$ cat src/ggpc_pkg.sv
// Package for the go-to-goal proportional controller.
// Holds widths, register indexes, sequencer states, the CORDIC vector type
// and the arctangent table. Depends on nothing.
`default_nettype none

package ggpc_pkg;

  localparam int CORDIC_STEPS = 16;
  localparam int TAB_LEN      = 24;
  localparam int STEPS        = (CORDIC_STEPS > TAB_LEN) ? TAB_LEN : CORDIC_STEPS;
  localparam int IW           = (STEPS > 1) ? $clog2(STEPS) : 1;
  localparam int TAB_IW       = 5;

  localparam int POS_W  = 16;
  localparam int DIFF_W = POS_W + 1;
  localparam int GUARD  = 4;
  localparam int XW     = 24;
  localparam int ZW     = 18;
  localparam int ERR_W  = ZW + 1;
  localparam int DIST_W = 17;
  localparam int TOL_W  = 15;
  localparam int GAIN_W = 12;
  localparam int LIN_W  = 18;
  localparam int ANG_W  = 20;

  localparam int MA_W = XW + 1;
  localparam int MB_W = 18;
  localparam int MP_W = MA_W + MB_W;

  localparam int PI_Q13    = 25736;
  localparam int INV_K_Q16 = 39797;
  localparam int DIST_SH   = 16 + GUARD;
  localparam int GAIN_SH   = 8;

  localparam int CFG_IW = 3;
  localparam int CFG_DW = 16;

  typedef logic [CFG_IW-1:0] cfg_index_t;

  localparam cfg_index_t REG_GOAL_X      = 3'd0;
  localparam cfg_index_t REG_GOAL_Y      = 3'd1;
  localparam cfg_index_t REG_TOLERANCE   = 3'd2;
  localparam cfg_index_t REG_LINEAR_GAIN = 3'd3;
  localparam cfg_index_t REG_ANGULAR_GAIN = 3'd4;

  typedef enum logic [2:0] {
    ST_IDLE,
    ST_ITER,
    ST_SCALE,
    ST_DIST,
    ST_LIN,
    ST_ANG,
    ST_DONE
  } ggpc_state_t;

  typedef struct packed {
    logic signed [XW-1:0] x;
    logic signed [XW-1:0] y;
    logic signed [ZW-1:0] z;
  } ggpc_vec_t;

  function automatic logic signed [ZW-1:0] atan_q13(input logic [TAB_IW-1:0] idx);
    logic signed [ZW-1:0] v;
    unique case (idx)
      5'd0:    v = 18'sd6434;
      5'd1:    v = 18'sd3798;
      5'd2:    v = 18'sd2007;
      5'd3:    v = 18'sd1019;
      5'd4:    v = 18'sd511;
      5'd5:    v = 18'sd256;
      5'd6:    v = 18'sd128;
      5'd7:    v = 18'sd64;
      5'd8:    v = 18'sd32;
      5'd9:    v = 18'sd16;
      5'd10:   v = 18'sd8;
      5'd11:   v = 18'sd4;
      5'd12:   v = 18'sd2;
      5'd13:   v = 18'sd1;
      5'd14:   v = 18'sd1;
      default: v = 18'sd0;
    endcase
    return v;
  endfunction

endpackage

`default_nettype wire

$ cat src/ggpc_cordic_step.sv
// One vectoring CORDIC micro-rotation, shared by every iteration.
// Uses ggpc_pkg for the vector type and the arctangent table.
`default_nettype none

module ggpc_cordic_step (
  input  ggpc_pkg::ggpc_vec_t        vec_i,
  input  logic [ggpc_pkg::IW-1:0]    shift_i,
  output ggpc_pkg::ggpc_vec_t        vec_o
);
  import ggpc_pkg::*;

  logic signed [XW-1:0] xs;
  logic signed [XW-1:0] ys;
  logic signed [ZW-1:0] ang;

  assign xs  = vec_i.x >>> shift_i;
  assign ys  = vec_i.y >>> shift_i;
  assign ang = atan_q13(TAB_IW'(shift_i));

  always_comb begin
    if (vec_i.y >= 0) begin
      vec_o.x = vec_i.x + ys;
      vec_o.y = vec_i.y - xs;
      vec_o.z = vec_i.z + ang;
    end else begin
      vec_o.x = vec_i.x - ys;
      vec_o.y = vec_i.y + xs;
      vec_o.z = vec_i.z - ang;
    end
  end

endmodule

`default_nettype wire

$ cat src/go_to_goal_p_controller.sv
// Top level of the go-to-goal proportional controller.
// Uses ggpc_pkg and ggpc_cordic_step.
//
//   port group  direction  handshake       contents
//   in_         in         valid / ready   pose_x, pose_y, pose_heading
//   out_        out        valid / ready   linear_cmd, angular_cmd, arrived
//   cfg_        in         write enable    index, 16-bit write data
//
// From acceptance a word passes through the CORDIC iterations on the one
// rotation unit, then the scale, distance, linear and angular steps, where
// the three products share the one multiplier, before its result is loaded.
// A new word is taken only once the sequencer is back in idle.
// Synchronous active-low reset restores the default goal, tolerance and gains
// and clears the arrived latch. A stalled result holds the sequencer at the
// end until the output register frees, and no new word is taken meanwhile.
`default_nettype none

module go_to_goal_p_controller (
  input  logic                                clk,
  input  logic                                rst_n,
  input  logic                                in_valid,
  output logic                                in_ready,
  input  logic signed [15:0]                  in_pose_x,
  input  logic signed [15:0]                  in_pose_y,
  input  logic signed [15:0]                  in_pose_heading,
  output logic                                out_valid,
  input  logic                                out_ready,
  output logic signed [17:0]                  out_linear_cmd,
  output logic signed [19:0]                  out_angular_cmd,
  output logic                                out_arrived,
  input  logic                                cfg_we,
  input  ggpc_pkg::cfg_index_t                cfg_index,
  input  logic [ggpc_pkg::CFG_DW-1:0]         cfg_wdata
);
  import ggpc_pkg::*;

  ggpc_state_t state_r, state_nxt;

  logic signed [POS_W-1:0] goal_x_r, goal_y_r;
  logic [TOL_W-1:0]        tol_r;
  logic [GAIN_W-1:0]       lin_gain_r, ang_gain_r;
  logic                    latch_r;

  ggpc_vec_t               vec_r, vec_step;
  logic [IW-1:0]           iter_r;
  logic signed [POS_W-1:0] hd_r;
  logic [DIST_W-1:0]       dist_r;
  logic signed [MP_W-1:0]  prod_r;
  logic signed [LIN_W-1:0] lin_r;

  logic                    out_valid_r;
  logic signed [LIN_W-1:0] out_lin_r;
  logic signed [ANG_W-1:0] out_ang_r;
  logic                    out_arr_r;

  logic signed [DIFF_W-1:0] dx, dy;
  logic signed [XW-1:0]     xg, yg;
  ggpc_vec_t                vec_init;

  logic signed [MA_W-1:0] mul_a;
  logic signed [MB_W-1:0] mul_b;
  logic signed [MP_W-1:0] mul_p;
  logic signed [ERR_W-1:0] err;

  logic signed [MP_W-1:0] dist_sum, rnd_sum, rnd_sh;
  logic signed [LIN_W-1:0] lin_sat;
  logic signed [ANG_W-1:0] ang_sat;
  logic                    arrive;
  logic                    accept, load_out;

  ggpc_cordic_step u_step (
    .vec_i   (vec_r),
    .shift_i (iter_r),
    .vec_o   (vec_step)
  );

  assign dx = DIFF_W'(goal_x_r) - DIFF_W'(in_pose_x);
  assign dy = DIFF_W'(goal_y_r) - DIFF_W'(in_pose_y);
  assign xg = XW'(dx) <<< GUARD;
  assign yg = XW'(dy) <<< GUARD;

  always_comb begin
    if (dx < 0) begin
      vec_init.x = -xg;
      vec_init.y = -yg;
      vec_init.z = (dy >= 0) ? ZW'(PI_Q13) : -ZW'(PI_Q13);
    end else begin
      vec_init.x = xg;
      vec_init.y = yg;
      vec_init.z = '0;
    end
  end

  assign err = ERR_W'(vec_r.z) - ERR_W'(hd_r);

  always_comb begin
    mul_a = MA_W'(vec_r.x);
    mul_b = MB_W'(INV_K_Q16);
    unique case (state_r)
      ST_LIN: begin
        mul_a = MA_W'(dist_r);
        mul_b = MB_W'(lin_gain_r);
      end
      ST_ANG: begin
        mul_a = MA_W'(err);
        mul_b = MB_W'(ang_gain_r);
      end
      default: begin
        mul_a = MA_W'(vec_r.x);
        mul_b = MB_W'(INV_K_Q16);
      end
    endcase
  end

  assign mul_p = mul_a * mul_b;

  assign dist_sum = prod_r + (MP_W'(1) <<< (DIST_SH - 1));
  assign rnd_sum  = prod_r + (MP_W'(1) <<< (GAIN_SH - 1));
  assign rnd_sh   = rnd_sum >>> GAIN_SH;

  always_comb begin
    if (rnd_sh > MP_W'(131071)) begin
      lin_sat = 18'sd131071;
    end else if (rnd_sh < -MP_W'(131072)) begin
      lin_sat = -18'sd131072;
    end else begin
      lin_sat = LIN_W'(rnd_sh);
    end
    if (rnd_sh > MP_W'(524287)) begin
      ang_sat = 20'sd524287;
    end else if (rnd_sh < -MP_W'(524288)) begin
      ang_sat = -20'sd524288;
    end else begin
      ang_sat = ANG_W'(rnd_sh);
    end
  end

  assign arrive   = latch_r || (dist_r <= DIST_W'(tol_r));
  assign accept   = in_valid && in_ready;
  assign load_out = (state_r == ST_DONE) && (!out_valid_r || out_ready);

  always_ff @(posedge clk) begin
    if (!rst_n) begin
      state_r <= ST_IDLE;
    end else begin
      state_r <= state_nxt;
    end
  end

  always_comb begin
    state_nxt = state_r;
    in_ready  = 1'b0;
    unique case (state_r)
      ST_IDLE: begin
        in_ready = 1'b1;
        if (in_valid) begin
          state_nxt = ST_ITER;
        end
      end
      ST_ITER: begin
        if (iter_r == IW'(STEPS - 1)) begin
          state_nxt = ST_SCALE;
        end
      end
      ST_SCALE: state_nxt = ST_DIST;
      ST_DIST:  state_nxt = ST_LIN;
      ST_LIN:   state_nxt = ST_ANG;
      ST_ANG:   state_nxt = ST_DONE;
      ST_DONE: begin
        if (!out_valid_r || out_ready) begin
          state_nxt = ST_IDLE;
        end
      end
      default: state_nxt = ST_IDLE;
    endcase
  end

  always_ff @(posedge clk) begin
    if (accept) begin
      vec_r  <= vec_init;
      hd_r   <= in_pose_heading;
      iter_r <= '0;
    end else if (state_r == ST_ITER) begin
      vec_r  <= vec_step;
      iter_r <= iter_r + IW'(1);
    end
    if (state_r == ST_SCALE || state_r == ST_LIN || state_r == ST_ANG) begin
      prod_r <= mul_p;
    end
    if (state_r == ST_DIST) begin
      dist_r <= DIST_W'(dist_sum >>> DIST_SH);
    end
    if (state_r == ST_ANG) begin
      lin_r <= lin_sat;
    end
  end

  always_ff @(posedge clk) begin
    if (load_out) begin
      out_lin_r <= arrive ? '0 : lin_r;
      out_ang_r <= arrive ? '0 : ang_sat;
      out_arr_r <= arrive;
    end
  end

  always_ff @(posedge clk) begin
    if (!rst_n) begin
      out_valid_r <= 1'b0;
    end else if (load_out) begin
      out_valid_r <= 1'b1;
    end else if (out_ready) begin
      out_valid_r <= 1'b0;
    end
  end

  always_ff @(posedge clk) begin
    if (!rst_n) begin
      goal_x_r   <= 16'sd2048;
      goal_y_r   <= 16'sd2048;
      tol_r      <= 15'd20;
      lin_gain_r <= 12'd384;
      ang_gain_r <= 12'd1024;
      latch_r    <= 1'b0;
    end else begin
      if (load_out) begin
        latch_r <= arrive;
      end
      if (cfg_we) begin
        unique case (cfg_index)
          REG_GOAL_X: begin
            goal_x_r <= signed'(cfg_wdata[POS_W-1:0]);
            latch_r  <= 1'b0;
          end
          REG_GOAL_Y: begin
            goal_y_r <= signed'(cfg_wdata[POS_W-1:0]);
            latch_r  <= 1'b0;
          end
          REG_TOLERANCE:    tol_r      <= cfg_wdata[TOL_W-1:0];
          REG_LINEAR_GAIN:  lin_gain_r <= cfg_wdata[GAIN_W-1:0];
          REG_ANGULAR_GAIN: ang_gain_r <= cfg_wdata[GAIN_W-1:0];
          default: ;
        endcase
      end
    end
  end

  assign out_valid       = out_valid_r;
  assign out_linear_cmd  = out_lin_r;
  assign out_angular_cmd = out_ang_r;
  assign out_arrived     = out_arr_r;

endmodule

`default_nettype wire

$ cat config.mk
export PLATFORM = sky130hd
export DESIGN_NAME = go_to_goal_p_controller
export DESIGN_NICKNAME = d
export VERILOG_FILES = /design/src/ggpc_pkg.sv /design/src/ggpc_cordic_step.sv /design/src/go_to_goal_p_controller.sv
export SDC_FILE = /design/constraint.sdc
export NUM_CORES = 2
export LEC_CHECK = 0
export BUFFER_PORTS_ARGS = -buffer_cell sky130_fd_sc_hd__buf_2
export CAP_MARGIN = 20
export CORE_UTILIZATION = 30
export DETAILED_ROUTE_END_ITERATION = 6
export GPL_TIMING_DRIVEN = 0
export SETUP_SLACK_MARGIN = 0.4
export SLEW_MARGIN = 20
export SYNTH_ARGS = -nofsm -noshare
export SYNTH_HDL_FRONTEND = slang
export SYNTH_HIERARCHICAL = 1
export SYNTH_SLANG_ARGS = --single-unit
$ cat constraint.sdc
create_clock -name clk -period 12.27 [get_ports clk]
set_clock_uncertainty 0.2 [all_clocks]
set_input_delay 1.227 -clock clk [delete_from_list [all_inputs] [get_ports clk]]
set_output_delay 1.227 -clock clk [all_outputs]
set_load 0.05 [all_outputs]
==> implementation parameters <==
Parameter                              Value

Status
  Run status ... finished clean

Clock tree
  Clock latency of the later-clocked register in the worst-skew pair ... 0.59 ns
  TritonCTS clock tree ... built
  Post-CTS Setup Inserts ... 0
  Buffer levels on the longest clock path ... 3
  Number of clock sinks ... between 200 and 300
  Post_cts resized ... 0
  Number of hold buffers added after CTS ... 0
  Clock transition at path regs ... approximately 0.06 ns
  Root buffer cell ... sky130_fd_sc_hd__clkbuf_16
  Total CTS buffers ... 34
  Level count of the clock H-tree ... 2

STA
  RSZ-0062 raised after global routing ... false
  Headroom to the max-slew limit ... 0.271
  Max frequency ... ~90 MHz
  Hold slack final ... between 0.2 and 0.3 ns
  Fin Setup TNS ... 0 ns
  Time the final worst path needs with I/O delays and setup ... approximately 11 ns
  Least-Margin Pin Slew ... about 1.1 ns
  Finish-stage setup viols ... 0
  Number of hold violations in the final report ... 0
  Share of the cycle needed by the critical path after routing ... 0.902
  Number of max-slew violations in the final report ... 0

Detailed routing
  Number of remaining DRC errors ... 0
  Detail-routed via count per cell ... 5.15
  1st-pass router iterations ... 6
  DR WL/cell ... roughly 20 microns
  Total vias in the final route ... about 29000
  Antenna Violating Nets Remaining ... 0
  Wire length after detailed routing ... around 110000 microns
  Number of DRC markers in iteration 0 ... 2329

Global route
  Pin count of the biggest net entering global routing ... 43
  Global-route layer with the greatest usage ... met2
  Overall Global Routing Usage ... 0.193
  Number of global-route vias before repair ... about 28000
  Remaining global-route overflow ... 0
  Met1 usage ... 0.255
  Met3 track demand over resource ... 0.0316
  Global-route wire length before repair ... 172000 microns
  Antenna violations before repair ... 2
  Met2 Track Usage GR ... 0.315

Synthesis
  Area of the mapped netlist ... between 30000 and 40000 sq um
  Flip-flop and latch count after synthesis ... 271
  Syn_area_per_cell ... 8.93 sq um
  Library cell occupying the most area in the post-synthesis netlist ... sky130_fd_sc_hd__fa_1
  Commonest cells in the synthesized netlist ... sky130_fd_sc_hd__inv_1 (543), sky130_fd_sc_hd__nand2_1 (481), sky130_fd_sc_hd__fa_1 (332), sky130_fd_sc_hd__ha_1 (271), sky130_fd_sc_hd__nor2_1 (247)
  Total nets after synthesis ... 4540
  Dominant cell by count in the synthesized netlist ... sky130_fd_sc_hd__inv_1
  Number of distinct library cells after synthesis ... 97
  Synth Instances ... about 3900
  Async set-reset flop share out of synthesis ... 0
  Number of enable-type register cells in the synthesized netlist ... 191
  Synth Warn # ... 6
  Share of synthesized area occupied by flip-flops and latches ... 0.213
  Commonest register cell after synthesis ... sky130_fd_sc_hd__edfxtp_1
  Biggest area contributors in the synthesized netlist ... sky130_fd_sc_hd__fa_1 (19%), sky130_fd_sc_hd__edfxtp_1 (17%), sky130_fd_sc_hd__ha_1 (9.8%)
  Portion of synthesized cell area occupied by the leading cell type ... 0.193

Worst setup path
  Delay of the slowest cell on the worst path ... approximately 0.8 ns
  Worst Path Arrival ... about 11 ns
  Most common cell type on the critical path ... sky130_fd_sc_hd__fa_1
  Startpoint type of the worst setup path ... flop
  Slowest library cell on the worst path ... sky130_fd_sc_hd__a2111oi_0
  Crit. End Element ... flop
  Data required time at the worst endpoint ... between 10 and 15 ns
  Worst Setup Path Type ... reg2reg
  Largest driver fanout on the critical path ... 10

Floorplanning
  Number of core rows ... 124
  X dimension of the die ... 341 microns
  Num ports ... ~110
  Starting utilization of the core area ... 0.302
  Die Y ... 341 microns
  Core outline area ... approximately 110000 sq um
  Full die area ... about 120000 sq um

Placement
  Number of buffers inserted by port buffering ... 110
  GP Congestion ... a little under 1
  Placed inst area ... around 37000 sq um
  Detailed Place HPWL ... 91500 microns
  Instance count after placement with tap cells included ... between 5000 and 6000

Run
  Total of max-cap violations ... 0

Finish
  Ratio of cells with drive above 1 in the final layout ... 0.0866
  Layout overhead on the synthesized area ... 10.8%
  Final Non-Filler Cells ... ~5600
  NumNets Final ... between 4000 and 5000
  Final std cell area, no fill ... approximately 38000 sq um

Min path
  Hold Crit Class ... reg2reg
## layout make-up
type                            count  area, sq um
Multi-Input combinational cell   2895        24500
Tap cell                         1512         1890
Clock inverter                     21          201
Inverter                          547         2050
Clock buffer                       41          918
Timing Repair Buffer              116          677
Sequential cell                   271         7340
Fill cell                       12000        76000
Buffer                            152          682
Antenna cell                        2         5.00
## path summary, 6_finish.rpt
path | startpoint | end | slack, ns | cells past startpoint
setup / recovery | state_r[0] | prod_r[40] | 1.21 | 26
hold / removal | tol_r[10] | tol_r[10] | 0.26 | 2
setup reg to reg | state_r[0] | prod_r[40] | 1.21 | 26
hold reg to reg | tol_r[10] | tol_r[10] | 0.26 | 2
## critical path: cells and delay by family, from the launching register on
kind                     cells  cell delay (ns)
buffers and inverters        8             2.60
flip-flops                   1             0.31
multiplexers                 1             0.54
adder cells (fa/ha/maj)      7             3.55
XOR/XNOR                     1             0.30
AND/OR/NAND/NOR              4             1.16
AO/OA/AOI/OAI                5             2.18
## registers in the layout (all words and copies together), names as in the netlist
| register | flops |
|---|---|
| vec_r | 66 |
| prod_r | 35 |
| out_angular_cmd | 20 |
| lin_r | 18 |
| out_linear_cmd | 18 |
| dist_r | 17 |
| goal_x_r | 16 |
| goal_y_r | 16 |
| hd_r | 16 |
| tol_r | 15 |
| ang_gain_r | 12 |
| lin_gain_r | 12 |
| iter_r | 4 |
| state_r | 3 |
| latch_r | 1 |
| out_arrived | 1 |
| out_valid | 1 |
## cells in the final DEF, fill, tap and decap left out, types with 72 or more instances in the layout
cell / n
sky130_fd_sc_hd__nor2_1: 244
sky130_fd_sc_hd__ha_1: 271
sky130_fd_sc_hd__nand2_1: 481
sky130_fd_sc_hd__xor2_1: 95
sky130_fd_sc_hd__o21ai_0: 161
sky130_fd_sc_hd__buf_2: 126
sky130_fd_sc_hd__dfxtp_1: 80
sky130_fd_sc_hd__a21oi_1: 185
sky130_fd_sc_hd__and2_1: 93
sky130_fd_sc_hd__fa_1: 332
sky130_fd_sc_hd__edfxtp_1: 191
sky130_fd_sc_hd__nand3_1: 79
sky130_fd_sc_hd__clkbuf_1: 112
sky130_fd_sc_hd__xnor2_1: 141
sky130_fd_sc_hd__inv_1: 543
sky130_fd_sc_hd__nor3_1: 72
## routing by layer
metal / up-vias / wire length (microns) / part of all wire
li1: 13400 / - / -
met1: 14100 / 47600 / 0.42
met2: 993 / 51600 / 0.46
met3: 214 / 8220 / 0.073
met4: 2 / 4850 / 0.043
met5: - / 7 / 0.000062
## cells by family after synthesis
| logic type | after synthesis | share of synthesized area |
|---|---|---|
| and+or+nand+nor | 1229 | 0.169 |
| xor gates and xnor gates | 236 | 0.0599 |
| DFF | 271 | 0.213 |
| buffers and inverters | 699 | 0.0792 |
| AOI/OAI and AO/OA | 697 | 0.130 |
| muxes | 130 | 0.0581 |
| adders and majority gates | 603 | 0.291 |
## metrics by stage
step           utilization  setup WS (ns)
2_1_floorplan            -           3.24
3_3_place_gp         0.324           1.05
3_5_place_dp         0.325           1.14
4_1_cts              0.335           1.12
5_1_grt              0.335          0.616
6_report             0.335           1.21
Power is not shown: default switching activity piles up to over one toggle a cycle in this logic, so the estimate is an artifact.
